<file path="src/hdl/rspd_pkg.sv">
// rspd_pkg: shared types, character codes and helpers for the rsp packet deframer.
// Used by the event channel interface, the deframer top level, its checker and the bench.
// No dependencies.
package rspd_pkg;

    localparam int unsigned MAX_PAYLOAD_DEF = 1024;
    localparam int unsigned FRAME_LEN_W     = 11;

    // link characters
    localparam logic [7:0] CHAR_BREAK  = 8'h03;
    localparam logic [7:0] CHAR_START  = 8'h24;  // '$'
    localparam logic [7:0] CHAR_HASH   = 8'h23;  // '#'
    localparam logic [7:0] CHAR_ESC    = 8'h7D;  // '}'
    localparam logic [7:0] CHAR_ABORT  = 8'hFF;
    localparam logic [7:0] CHAR_ACK    = 8'h2B;  // '+'
    localparam logic [7:0] CHAR_NAK    = 8'h2D;  // '-'
    localparam logic [7:0] CHAR_ZERO   = 8'h30;  // '0'
    localparam logic [7:0] CHAR_A_LOW  = 8'h61;  // 'a'
    localparam logic [7:0] ESC_XOR     = 8'h20;

    // event kinds on the result channel
    localparam logic [1:0] KIND_DATA  = 2'd0;
    localparam logic [1:0] KIND_END   = 2'd1;
    localparam logic [1:0] KIND_BREAK = 2'd2;

    typedef enum logic [2:0] {
        MODE_IDLE,
        MODE_BODY,
        MODE_ESC,
        MODE_CHK1,
        MODE_CHK2
    } mode_t;

    // lowercase ascii hex digit of a nibble
    function automatic logic [7:0] hex_digit(input logic [3:0] nib);
        logic [7:0] wide;
        wide = {4'd0, nib};
        if (nib < 4'd10)
        begin
            return CHAR_ZERO + wide;
        end
        return CHAR_A_LOW + wide - 8'd10;
    endfunction

endpackage

</file>
<file path="src/hdl/rspd_byte_if.sv">
// rspd_byte_if: valid/ready channel carrying one received link byte per request.
// Depends on nothing; used by rsp_packet_deframer_unit.
interface rspd_byte_if;
    logic       valid;
    logic       ready;
    logic [7:0] rx_byte;

    modport source (output valid, output rx_byte, input ready);
    modport sink   (input valid, input rx_byte, output ready);
endinterface

</file>
<file path="src/hdl/rspd_event_if.sv">
// rspd_event_if: valid/ready channel carrying one deframer event per request.
// Depends on rspd_pkg for the frame length width.
interface rspd_event_if;
    logic                             valid;
    logic                             ready;
    logic [1:0]                       event_kind;
    logic [7:0]                       data_byte;
    logic                             frame_good;
    logic [rspd_pkg::FRAME_LEN_W-1:0] frame_length;
    logic                             overflow_seen;

    modport source (output valid, output event_kind, output data_byte, output frame_good,
                    output frame_length, output overflow_seen, input ready);
    modport sink   (input valid, input event_kind, input data_byte, input frame_good,
                    input frame_length, input overflow_seen, output ready);
endinterface

</file>
<file path="src/hdl/rsp_packet_deframer_unit.sv">
// rsp_packet_deframer_unit: receive-side deframer for the debugger serial protocol.
// Depends on rspd_pkg, rspd_byte_if and rspd_event_if.
//
// Usage:
//   rx carries one link byte per request. ev carries at most one event per byte:
//   a payload byte (escapes already undone), a frame end with ack character,
//   good flag, kept length and overflow flag, or a break request.
//   Bytes outside a frame other than break and '$' are dropped silently; 0xff
//   aborts any frame in progress without an event.
// Path: a byte is captured in the input register, decoded from there and its
//   event is registered in the result register that drives ev.
// Throughput: one byte per cycle unless ev stalls; the decode is a single pass
//   of the mode register, running sum and kept count between the input and
//   result registers.
// Reset: rst_n clears both valid flags and all parse state; the block starts
//   idle, waiting for '$'.
// Stall: while ev holds an event that is not taken, the decode stage waits and
//   rx.ready drops once the input register is full; nothing is lost.
module rsp_packet_deframer_unit #(
    parameter int unsigned MAX_PAYLOAD = rspd_pkg::MAX_PAYLOAD_DEF
) (
    input logic           clk,
    input logic           rst_n,
    rspd_byte_if.sink     rx,
    rspd_event_if.source  ev
);
    import rspd_pkg::*;

    localparam int unsigned    CNT_W   = $clog2(MAX_PAYLOAD + 1);
    localparam logic [CNT_W-1:0] CNT_MAX = CNT_W'(MAX_PAYLOAD);

    // input register
    logic       in_valid_reg;
    logic [7:0] in_byte_reg;

    // parse state
    mode_t            mode_reg, mode_next;
    logic [7:0]       sum_reg, sum_next;
    logic [CNT_W-1:0] cnt_reg, cnt_next;
    logic [7:0]       chk1_reg, chk1_next;
    logic             drop_reg, drop_next;

    // result register
    logic                   out_valid_reg;
    logic [1:0]             out_kind_reg;
    logic [7:0]             out_data_reg;
    logic                   out_good_reg;
    logic [FRAME_LEN_W-1:0] out_len_reg;
    logic                   out_ovf_reg;

    logic                   can_load;
    logic                   advance;
    logic                   has_room;
    logic                   sum_match;
    logic                   res_valid;
    logic [1:0]             res_kind;
    logic [7:0]             res_data;
    logic                   res_good;
    logic [FRAME_LEN_W-1:0] res_len;
    logic                   res_ovf;

    assign can_load  = !out_valid_reg || ev.ready;
    assign advance   = in_valid_reg && can_load;
    assign rx.ready  = !in_valid_reg || advance;
    assign has_room  = cnt_reg < CNT_MAX;
    assign sum_match = (chk1_reg == hex_digit(sum_reg[7:4]))
                    && (in_byte_reg == hex_digit(sum_reg[3:0]));

    always_ff @(posedge clk or negedge rst_n)
    begin
        if (!rst_n)
        begin
            in_valid_reg <= 1'b0;
        end
        else if (rx.ready)
        begin
            in_valid_reg <= rx.valid;
        end
    end

    always_ff @(posedge clk)
    begin
        if (rx.valid && rx.ready)
        begin
            in_byte_reg <= rx.rx_byte;
        end
    end

    // next mode
    always_comb
    begin
        mode_next = mode_reg;
        if (in_byte_reg == CHAR_ABORT)
        begin
            mode_next = MODE_IDLE;
        end
        else
        begin
            case (mode_reg)
                MODE_IDLE:
                begin
                    if (in_byte_reg == CHAR_START)
                    begin
                        mode_next = MODE_BODY;
                    end
                end
                MODE_BODY:
                begin
                    if (in_byte_reg == CHAR_ESC)
                    begin
                        mode_next = MODE_ESC;
                    end
                    else if (in_byte_reg == CHAR_HASH)
                    begin
                        mode_next = MODE_CHK1;
                    end
                end
                MODE_ESC:  mode_next = MODE_BODY;
                MODE_CHK1: mode_next = MODE_CHK2;
                MODE_CHK2: mode_next = MODE_IDLE;
                default:   mode_next = MODE_IDLE;
            endcase
        end
    end

    // datapath updates and result
    always_comb
    begin
        sum_next  = sum_reg;
        cnt_next  = cnt_reg;
        chk1_next = chk1_reg;
        drop_next = drop_reg;
        res_valid = 1'b0;
        res_kind  = KIND_DATA;
        res_data  = in_byte_reg;
        res_good  = 1'b0;
        res_len   = '0;
        res_ovf   = 1'b0;
        if (in_byte_reg != CHAR_ABORT)
        begin
            case (mode_reg)
                MODE_IDLE:
                begin
                    if (in_byte_reg == CHAR_BREAK)
                    begin
                        res_valid = 1'b1;
                        res_kind  = KIND_BREAK;
                    end
                    else if (in_byte_reg == CHAR_START)
                    begin
                        sum_next  = '0;
                        cnt_next  = '0;
                        drop_next = 1'b0;
                    end
                end
                MODE_BODY:
                begin
                    if (in_byte_reg == CHAR_ESC)
                    begin
                        sum_next = sum_reg + in_byte_reg;
                    end
                    else if (in_byte_reg != CHAR_HASH)
                    begin
                        if (has_room)
                        begin
                            sum_next  = sum_reg + in_byte_reg;
                            cnt_next  = cnt_reg + 1'b1;
                            res_valid = 1'b1;
                        end
                        else
                        begin
                            drop_next = 1'b1;
                        end
                    end
                end
                MODE_ESC:
                begin
                    // escaped bytes count toward the sum even when dropped
                    sum_next = sum_reg + in_byte_reg;
                    if (has_room)
                    begin
                        cnt_next  = cnt_reg + 1'b1;
                        res_valid = 1'b1;
                        res_data  = in_byte_reg ^ ESC_XOR;
                    end
                    else
                    begin
                        drop_next = 1'b1;
                    end
                end
                MODE_CHK1:
                begin
                    chk1_next = in_byte_reg;
                end
                MODE_CHK2:
                begin
                    res_valid = 1'b1;
                    res_kind  = KIND_END;
                    res_data  = sum_match ? CHAR_ACK : CHAR_NAK;
                    res_good  = sum_match;
                    res_len   = FRAME_LEN_W'(cnt_reg);
                    res_ovf   = drop_reg;
                end
                default:
                begin
                    res_valid = 1'b0;
                end
            endcase
        end
    end

    always_ff @(posedge clk or negedge rst_n)
    begin
        if (!rst_n)
        begin
            mode_reg <= MODE_IDLE;
            sum_reg  <= '0;
            cnt_reg  <= '0;
            chk1_reg <= '0;
            drop_reg <= 1'b0;
        end
        else if (advance)
        begin
            mode_reg <= mode_next;
            sum_reg  <= sum_next;
            cnt_reg  <= cnt_next;
            chk1_reg <= chk1_next;
            drop_reg <= drop_next;
        end
    end

    always_ff @(posedge clk or negedge rst_n)
    begin
        if (!rst_n)
        begin
            out_valid_reg <= 1'b0;
        end
        else if (advance && res_valid)
        begin
            out_valid_reg <= 1'b1;
        end
        else if (ev.ready)
        begin
            out_valid_reg <= 1'b0;
        end
    end

    always_ff @(posedge clk)
    begin
        if (advance && res_valid)
        begin
            out_kind_reg <= res_kind;
            out_data_reg <= res_data;
            out_good_reg <= res_good;
            out_len_reg  <= res_len;
            out_ovf_reg  <= res_ovf;
        end
    end

    assign ev.valid         = out_valid_reg;
    assign ev.event_kind    = out_kind_reg;
    assign ev.data_byte     = out_data_reg;
    assign ev.frame_good    = out_good_reg;
    assign ev.frame_length  = out_len_reg;
    assign ev.overflow_seen = out_ovf_reg;

endmodule

</file>
<file path="src/flat_wrapper.sv">
// flat-port wrapper written by rule: the top's interface ports become plain ports
module rsp_packet_deframer_unit_flat import rspd_pkg::*;
#(
    parameter int unsigned MAX_PAYLOAD = rspd_pkg::MAX_PAYLOAD_DEF
)
  (clk, rst_n, rx_valid, rx_rx_byte, rx_ready, ev_valid, ev_event_kind, ev_data_byte, ev_frame_good, ev_frame_length, ev_overflow_seen, ev_ready);
  rspd_byte_if rx_i ();
  rspd_event_if ev_i ();
  input logic clk;
  input logic rst_n;
  input wire logic [$bits(rx_i.valid)-1:0] rx_valid;
  input wire logic [$bits(rx_i.rx_byte)-1:0] rx_rx_byte;
  output wire logic [$bits(rx_i.ready)-1:0] rx_ready;
  output wire logic [$bits(ev_i.valid)-1:0] ev_valid;
  output wire logic [$bits(ev_i.event_kind)-1:0] ev_event_kind;
  output wire logic [$bits(ev_i.data_byte)-1:0] ev_data_byte;
  output wire logic [$bits(ev_i.frame_good)-1:0] ev_frame_good;
  output wire logic [$bits(ev_i.frame_length)-1:0] ev_frame_length;
  output wire logic [$bits(ev_i.overflow_seen)-1:0] ev_overflow_seen;
  input wire logic [$bits(ev_i.ready)-1:0] ev_ready;
  assign rx_i.valid = rx_valid;
  assign rx_i.rx_byte = rx_rx_byte;
  assign rx_ready = rx_i.ready;
  assign ev_valid = ev_i.valid;
  assign ev_event_kind = ev_i.event_kind;
  assign ev_data_byte = ev_i.data_byte;
  assign ev_frame_good = ev_i.frame_good;
  assign ev_frame_length = ev_i.frame_length;
  assign ev_overflow_seen = ev_i.overflow_seen;
  assign ev_i.ready = ev_ready;
  rsp_packet_deframer_unit #(.MAX_PAYLOAD(MAX_PAYLOAD)) u_core (.clk(clk), .rst_n(rst_n), .rx(rx_i), .ev(ev_i));
endmodule
</file>
<file path="config.mk">
export PLATFORM = sky130hd
export DESIGN_NAME = rsp_packet_deframer_unit_flat
export DESIGN_NICKNAME = d
export VERILOG_FILES = /design/src/hdl/rspd_pkg.sv /design/src/hdl/rspd_byte_if.sv /design/src/hdl/rspd_event_if.sv /design/src/hdl/rsp_packet_deframer_unit.sv /design/src/flat_wrapper.sv
export SDC_FILE = /design/constraint.sdc
export NUM_CORES = 1
export LEC_CHECK = 0
export BUFFER_PORTS_ARGS = -buffer_cell sky130_fd_sc_hd__buf_4
export CAP_MARGIN = 20
export CORE_MARGIN = 3
export CORE_UTILIZATION = 30
export DETAILED_ROUTE_END_ITERATION = 16
export HOLD_SLACK_MARGIN = 0.12
export PLACE_DENSITY = 0.53
export SETUP_SLACK_MARGIN = 0.5
export SYNTH_ARGS = -nofsm -noshare
export SYNTH_HDL_FRONTEND = slang
export SYNTH_SLANG_ARGS = --single-unit
</file>
<file path="constraint.sdc">
create_clock -name clk -period 9.8 [get_ports clk]
set_clock_uncertainty 0.15 [all_clocks]
set_input_delay 1.47 -clock clk [delete_from_list [all_inputs] [get_ports clk]]
set_output_delay 1.47 -clock clk [all_outputs]
set_load 0.05 [all_outputs]
</file>
==> impl_metrics.csv, run 1 <==
group,metric,value,unit
synthesis,yosysWarnings,0,
clock_network,path_clk_slew,0.06,ns
global_route,grt_start_max_net_pins,34,
sta,period_minus_slack,3.592,ns
drt,routed_via_density,5.034,
clock_network,insertion_delay,0.33,ns
power_and_ir_drop,leakage,1.699,nW
synthesis,async_flop_share,0.5156,
clock_network,clkSinkCount,64,
layout,multi_input_area,0.001506,mm2
clock_network,clock_path_buffers,2,
sta,fmax,278.4,MHz
sta,tightest_slew,0.8579,ns
global_route,overflow,0,
clock_network,hold_buffers,0,
floorplan,die_x,112.1,um
floorplan,fp-row-count,38,
global_route,grt_pass1_vias,2512,
layout,fill_cells,1111,
drt,wl,7.401,mm
clock_network,clockRootBuffer,"clkbuf_16",
floorplan,coreArea,0.01094,mm2
synthesis,synth.top_cell.area_share,0.2759,
global_route,grt_pass1_wl,12.48,mm
layout,synthToLayoutAreaGrowth,20.10,%
layout,utilization,0.3706,
floorplan,die_area,0.01256,mm2
synthesis,synth_edf_count,31,
sta,report.final.slew_viol_count,0,
worst_setup_path,cp-start-kind,"input pin",
worst_setup_path,arrival,1.97,ns
hold_path,hold_depth,2,
layout,layout-drive-gt1-share,0.1818,
worst_setup_path,required,8.18,ns
sta,fin_crit_sh,0.3665,
worst_setup_path,end_kind,"output pin",
clock_network,cts_made_buffers,9,
sta,setup_violations,0,
outcome,status,"complete, no violations",
sta,timing.setup.tns,0,ns
power_and_ir_drop,switching_share,0.4007,
flow_run,cap_violations,0,
floorplan,die_y,112.1,um
synthesis,synth_cell_types,57,
power_and_ir_drop,peakVddDrop,0.1377,mV
power_and_ir_drop,power_frac_comb,0.377,
layout,diodes,0,
synthesis,ys.flop_type,"dfrtp_1",
synthesis,syn-mean-instance-area,10.42,um2
drt,first_pass_iters,4,
synthesis,ys_seq_area_frac,0.5206,
power_and_ir_drop,internal_power,684.2,uW
clock_network,post_cts.repair.setup_buffers,0,
synthesis,syn_inst,324,
power_and_ir_drop,power_density,281.7,mW/mm2
sta,grt_setup_unrepaired,"false",
synthesis,yosys.area.top_type,"edfxtp_1",
place,gp_congestion,0.8137,
drt,wl_per_cell,14.71,um
clock_network,cts_max_level,3,
sta,hold_violations,0,
drt,drt_iter0_markers,145,
worst_setup_path,criticalPathCategory,"input pin to output pin",
hold_path,worstHoldPathType,"register to register",
synthesis,ys_ff_latch,64,
drt,drt.antenna.violating_nets,0,
power_and_ir_drop,seq_power_share,0.370,
drt,num_vias,2532,
synthesis,synth_area_leaders,"edfxtp_1 28%, dfrtp_1 24%, ha_1 3.7%",
place,hpwl,5.379,mm
global_route,antenna_found_initial,0,
floorplan,initial_core_util,0.3086,
worst_setup_path,cp_max_fo,3,
worst_setup_path,reg2reg_depth,7,
floorplan,io_pins,37,
clock_network,post_cts_resized,0,
layout,fin_nets,381,
synthesis,synth_area,0.003374,mm2
place,io_buffers,36,
global_route,grtUsageTotal,0.1242,
clock_network,cts_tree,"yes",
sta,relSlewSlack,0.4281,
drt,drcViolationCount,0,
synthesis,syn-num-nets,347,
power_and_ir_drop,p_clk_frac,0.253,
layout,seqCellArea,0.001757,mm2
power_and_ir_drop,switchingPower,457.5,uW
-- synthesized netlist by cell type, drive strengths merged (2+ instances only) --
library cell	count
o2bb2ai	2
nand3b	3
a21oi	17
nand3	8
nor4	2
nand4	7
clkbuf	12
ha	10
nor3	9
o31ai	7
xor2	12
nand2b	6
or3	7
dfrtp	33
nor2	21
buf	3
inv	15
o41ai	2
and2	6
a21o	2
xnor2	6
nand2	30
o21a	2
o2111ai	2
o211ai	2
or2	2
and3	16
mux2	5
o21ai	20
edfxtp	31
o311ai	2
nor2b	5
-- routing by layer --
layer / up-vias / wire (um) / global-route usage
li1: 1254 / - / -
met5: - / 0 / 0
met3: 8 / 350 / 0.03181
met4: 0 / 79 / 0.03766
met1: 1211 / 3794 / 0.1769
met2: 59 / 3176 / 0.1875
-- path summary, 6_finish.rpt --
| check | startpoint | endpoint | slack [ns] |
|---|---|---|---|
| setup / recovery | ev_ready | rx_ready | 6.21 |
| hold / removal | u_core.chk1_reg[5]$_DFFE_PN0P_ | u_core.chk1_reg[5]$_DFFE_PN0P_ | 0.35 |
| setup reg to reg | u_core.in_byte_reg[7]$_DFFE_PP_ | u_core.ev.data_byte[1]$_DFFE_PP_ | 6.61 |
| hold reg to reg | u_core.chk1_reg[5]$_DFFE_PN0P_ | u_core.chk1_reg[5]$_DFFE_PN0P_ | 0.35 |
| max in group asynchronous | rst_n | u_core.cnt_reg[1]$_DFFE_PN0P_ | 8.24 |
| min in group asynchronous | rst_n | u_core.chk1_reg[0]$_DFFE_PN0P_ | 0.94 |
-- final cells by class --
| type | count | area share |
|---|---|---|
| sequential | 64 | 0.4335 |
| tap | 140 | 0.04322 |
| inverter | 15 | 0.01389 |
| clock inverter | 7 | 0.01173 |
| clock buffer | 9 | 0.05557 |
| multi-input combinational | 230 | 0.3717 |
| timing repair buffer | 38 | 0.07039 |
-- power by group through the flow --
stage	sequential [mW]	clock [mW]	combinational [mW]
after floorplan	0.496	0	0.252
after global placement	0.424	0	0.426
after detailed placement	0.427	0	0.433
after CTS	0.422	0.297	0.434
after global routing	0.434	0.306	0.476
final	0.422	0.289	0.431
-- cell usage in the layout (no fill, tap or decap), drive strengths merged, types with 3 or more instances in the layout --
cell,netlist,routed
a21oi,17,17
and2,6,6
and3,16,16
buf,3,38
clkbuf,12,9
clkinv,0,5
dfrtp,33,33
edfxtp,31,31
ha,10,10
inv,15,16
mux2,5,5
nand2,30,30
nand2b,6,6
nand3,8,8
nand3b,3,3
nand4,7,7
nor2,21,21
nor2b,5,5
nor3,9,9
o21ai,20,20
o31ai,7,7
or3,7,7
xnor2,6,6
xor2,12,12
-- metrics by stage --
| stage | cell area (um2) | hold slack [ns] | cells | worst slack (ns) | total power, mW |
|---|---|---|---|---|---|
| CTS | 4053 | 0.3456 | 503 | 6.209 | 1.153 |
| global placement | 3780 | 0.3223 | 487 | 6.188 | 0.8509 |
| global route | 4053 | 0.3886 | 503 | 6.175 | 1.215 |
| detailed placement | 3780 | 0.3331 | 487 | 6.131 | 0.8602 |
| floorplan | 3374 | 0.2995 | 324 | 5.730 | 0.7481 |
| finish | 4053 | 0.3463 | 503 | 6.208 | 1.142 |
-- worst max-delay path: stages --
cell and delay, ns:
buf_4 0.11, nand3b_1 0.18, buf_4 0.21
-- kinds of logic after synthesis --
group / count (synthesis) / share of synthesized area
xor gates and xnor gates: 18 / 0.04672
and+or+nand+nor: 125 / 0.1965
muxes: 5 / 0.01668
DFF: 64 / 0.5206
adders and majority gates: 11 / 0.04301
buffers and inverters: 30 / 0.03708
AOI/OAI and AO/OA: 71 / 0.1394
(Power assumes the default switching activity.)
==> run 2, diff against run 1 <==
--- a/config.mk
+++ b/config.mk
@@ -11,7 +11,7 @@
 export CORE_UTILIZATION = 30
 export DETAILED_ROUTE_END_ITERATION = 16
 export HOLD_SLACK_MARGIN = 0.12
-export PLACE_DENSITY = 0.53
+export PLACE_DENSITY = 0.55
 export SETUP_SLACK_MARGIN = 0.5
 export SYNTH_ARGS = -nofsm -noshare
 export SYNTH_HDL_FRONTEND = slang
==> constraint.sdc (replaced) <==
create_clock -name clk -period 3.08 [get_ports clk]
set_clock_uncertainty 0.15 [all_clocks]
set_input_delay 0.462 -clock clk [delete_from_list [all_inputs] [get_ports clk]]
set_output_delay 0.462 -clock clk [all_outputs]
set_load 0.05 [all_outputs]
==> impl_metrics.csv, run 2 (synthesis results as in run 1) <==
group,metric,value,unit
power_and_ir_drop,power_density,934.2,mW/mm2
global_route,grt_start_max_net_pins,34,
sta,period_minus_slack,2.636,ns
sta,hold_violations,0,
clock_network,clkSinkCount,64,
clock_network,insertion_delay,0.33,ns
layout,layout-drive-gt1-share,0.2571,
floorplan,die_x,112.1,um
power_and_ir_drop,leakage,1.865,nW
floorplan,die_y,112.1,um
hold_path,hold_depth,1,
worst_setup_path,end_kind,"register",
global_route,grtUsageTotal,0.1435,
sta,setup_violations,0,
worst_setup_path,cp_max_fo,11,
layout,layout_common_cells,"56 x buf_4, 33 x dfrtp_1, 31 x edfxtp_1",
sta,tightest_slew,0.6894,ns
place,pre_cts_slack,0.2441,ns
sta,report.final.slew_viol_count,0,
power_and_ir_drop,peakVddDrop,0.3566,mV
worst_setup_path,required,3.19,ns
layout,multi_input_area,0.001619,mm2
hold_path,hold-path-endpoint,"u_core.in_byte_reg[1]$_DFFE_PP_",
hold_path,min-delay-start,"rx_rx_byte[1]",
worst_setup_path,arrival,2.74,ns
place,gp_congestion,0.8287,
layout,fin_nets,407,
drt,drcViolationCount,0,
worst_setup_path,cp-start-kind,"register",
sta,worst_slack,0.4440,ns
layout,diodes,0,
outcome,status,"complete, no violations",
global_route,antenna_found_initial,0,
layout,synthToLayoutAreaGrowth,31.03,%
drt,first_pass_iters,5,
clock_network,cts_made_buffers,9,
floorplan,initial_core_util,0.3086,
drt,routed_via_density,5.100,
floorplan,coreArea,0.01094,mm2
clock_network,clock_path_buffers,2,
worst_setup_path,reg2reg_depth,8,
drt,drt_iter0_markers,187,
global_route,overflow,0,
worst_setup_path,timing.rr.end,"u_core.sum_reg[7]$_DFFE_PN0P_",
clock_network,cts_max_level,3,
worst_setup_path,reg2reg_slack,0.44,ns
layout,seqCellArea,0.001757,mm2
worst_setup_path,criticalPathCategory,"register to register",
clock_network,path_clk_slew,0.06,ns
drt,drt.antenna.violating_nets,0,
drt,wl_per_cell,16.36,um
clock_network,cts_tree,"yes",
drt,wl,8.655,mm
drt,num_vias,2698,
hold_path,worstHoldPathType,"input pin to register",
sta,fin_crit_sh,0.8559,
place,io_buffers,36,
floorplan,die_area,0.01256,mm2
flow_run,cap_violations,0,
sta,timing.setup.tns,0,ns
layout,layout_commonest_cell,"buf_4",
clock_network,clockRootBuffer,"clkbuf_16",
floorplan,fp-row-count,38,
sta,relSlewSlack,0.5390,
global_route,grt_pass1_vias,2601,
layout,fill_cells,1071,
sta,fmax,379.4,MHz
place,hpwl,5.635,mm
worst_setup_path,r2r-start,"u_core.in_byte_reg[3]$_DFFE_PP_",
sta,grt_setup_unrepaired,"true",
global_route,grt_pass1_wl,14.01,mm
floorplan,io_pins,37,
==> run 2: cell count changes in the layout (fill, tap and decap cells not counted), sizes merged <==
cell / previous run / this run
o31ai: 7 / 10
inv: 16 / 15
bufinv: 0 / 3
clkinv: 5 / 3
buf: 38 / 60
dlygate4sd3: 0 / 1
==> run 2: report_power, final <==
group	total [mW]	switching, mW	internal [mW]
registers	1.34	0.192	1.14
logic	1.61	1.00	0.612
clock network	1.18	0.390	0.791
==> run 2: critical path, cell delays in order, from the launching register on <==
cell and delay [ns]:
edfxtp_1 0.40, or4_4 0.58, buf_6 0.14, o31a_1 0.34, nor3_4 0.27, o21ai_2 0.09
buf_6 0.15, or3_1 0.30, o2bb2ai_1 0.13
==> run 2: layer usage <==
layer / up-vias / track usage / share of wire
met5: - / 0 / 0
met4: 0 / 0.06891 / 0.018
met3: 11 / 0.02642 / 0.052
met2: 78 / 0.2022 / 0.43
met1: 1289 / 0.2124 / 0.50
li1: 1320 / - / -
==> run 2: worst max path at each step <==
| stage | startpoint | to | slack (ns) |
|---|---|---|---|
| final | u_core.in_byte_reg[3]$_DFFE_PP_ | u_core.sum_reg[7]$_DFFE_PN0P_ | 0.44 |
| after global routing | u_core.in_byte_reg[0]$_DFFE_PP_ | u_core.chk1_reg[2]$_DFFE_PN0P_ | 0.37 |
| after CTS | u_core.in_byte_reg[3]$_DFFE_PP_ | u_core.ev.event_kind[1]$_SDFFCE_PP0P_ | 0.48 |
| after detailed placement | u_core.in_byte_reg[3]$_DFFE_PP_ | u_core.ev.frame_length[8]$_SDFFCE_PN0P_ | 0.24 |
| after global placement | u_core.in_byte_reg[3]$_DFFE_PP_ | u_core.ev.frame_length[8]$_SDFFCE_PN0P_ | 0.31 |
| after floorplan | u_core.in_byte_reg[7]$_DFFE_PP_ | u_core.ev.data_byte[0]$_DFFE_PP_ | 0.40 |
==> run 2: area by class of cell <==
cell class / instances / area share
Clock buffer: 9 / 0.05093
Clock inverter: 7 / 0.02716
Sequential cell: 64 / 0.3973
Tap cell: 140 / 0.03962
Inverter: 15 / 0.01273
Timing Repair Buffer: 61 / 0.1061
Multi-Input combinational cell: 233 / 0.3662
==> run 2: repair_timing <==
item	CTS	global route
buffers inserted	5	12
gates resized for setup	5	10
gates cloned	3	1
hold endpoints to repair	33	0
setup endpoints to repair	23	43
hold buffers	1	0
pin swaps	5	8
==> run 2: stage by stage <==
stage                     power (mW)  hold WS (ns)  cells  instance area [um2]  utilization
final                          4.131        0.1512    529                 4422       0.4043
after global routing           4.366        0.1400    529                 4422       0.4043
after CTS                      4.042        0.1439    516                 4283       0.3916
after detailed placement       2.787        0.2962    491                 3819       0.3492
after global placement         2.763        0.2946    491                 3819       0.3492
after floorplan                2.387       0.01641    324                 3397            -
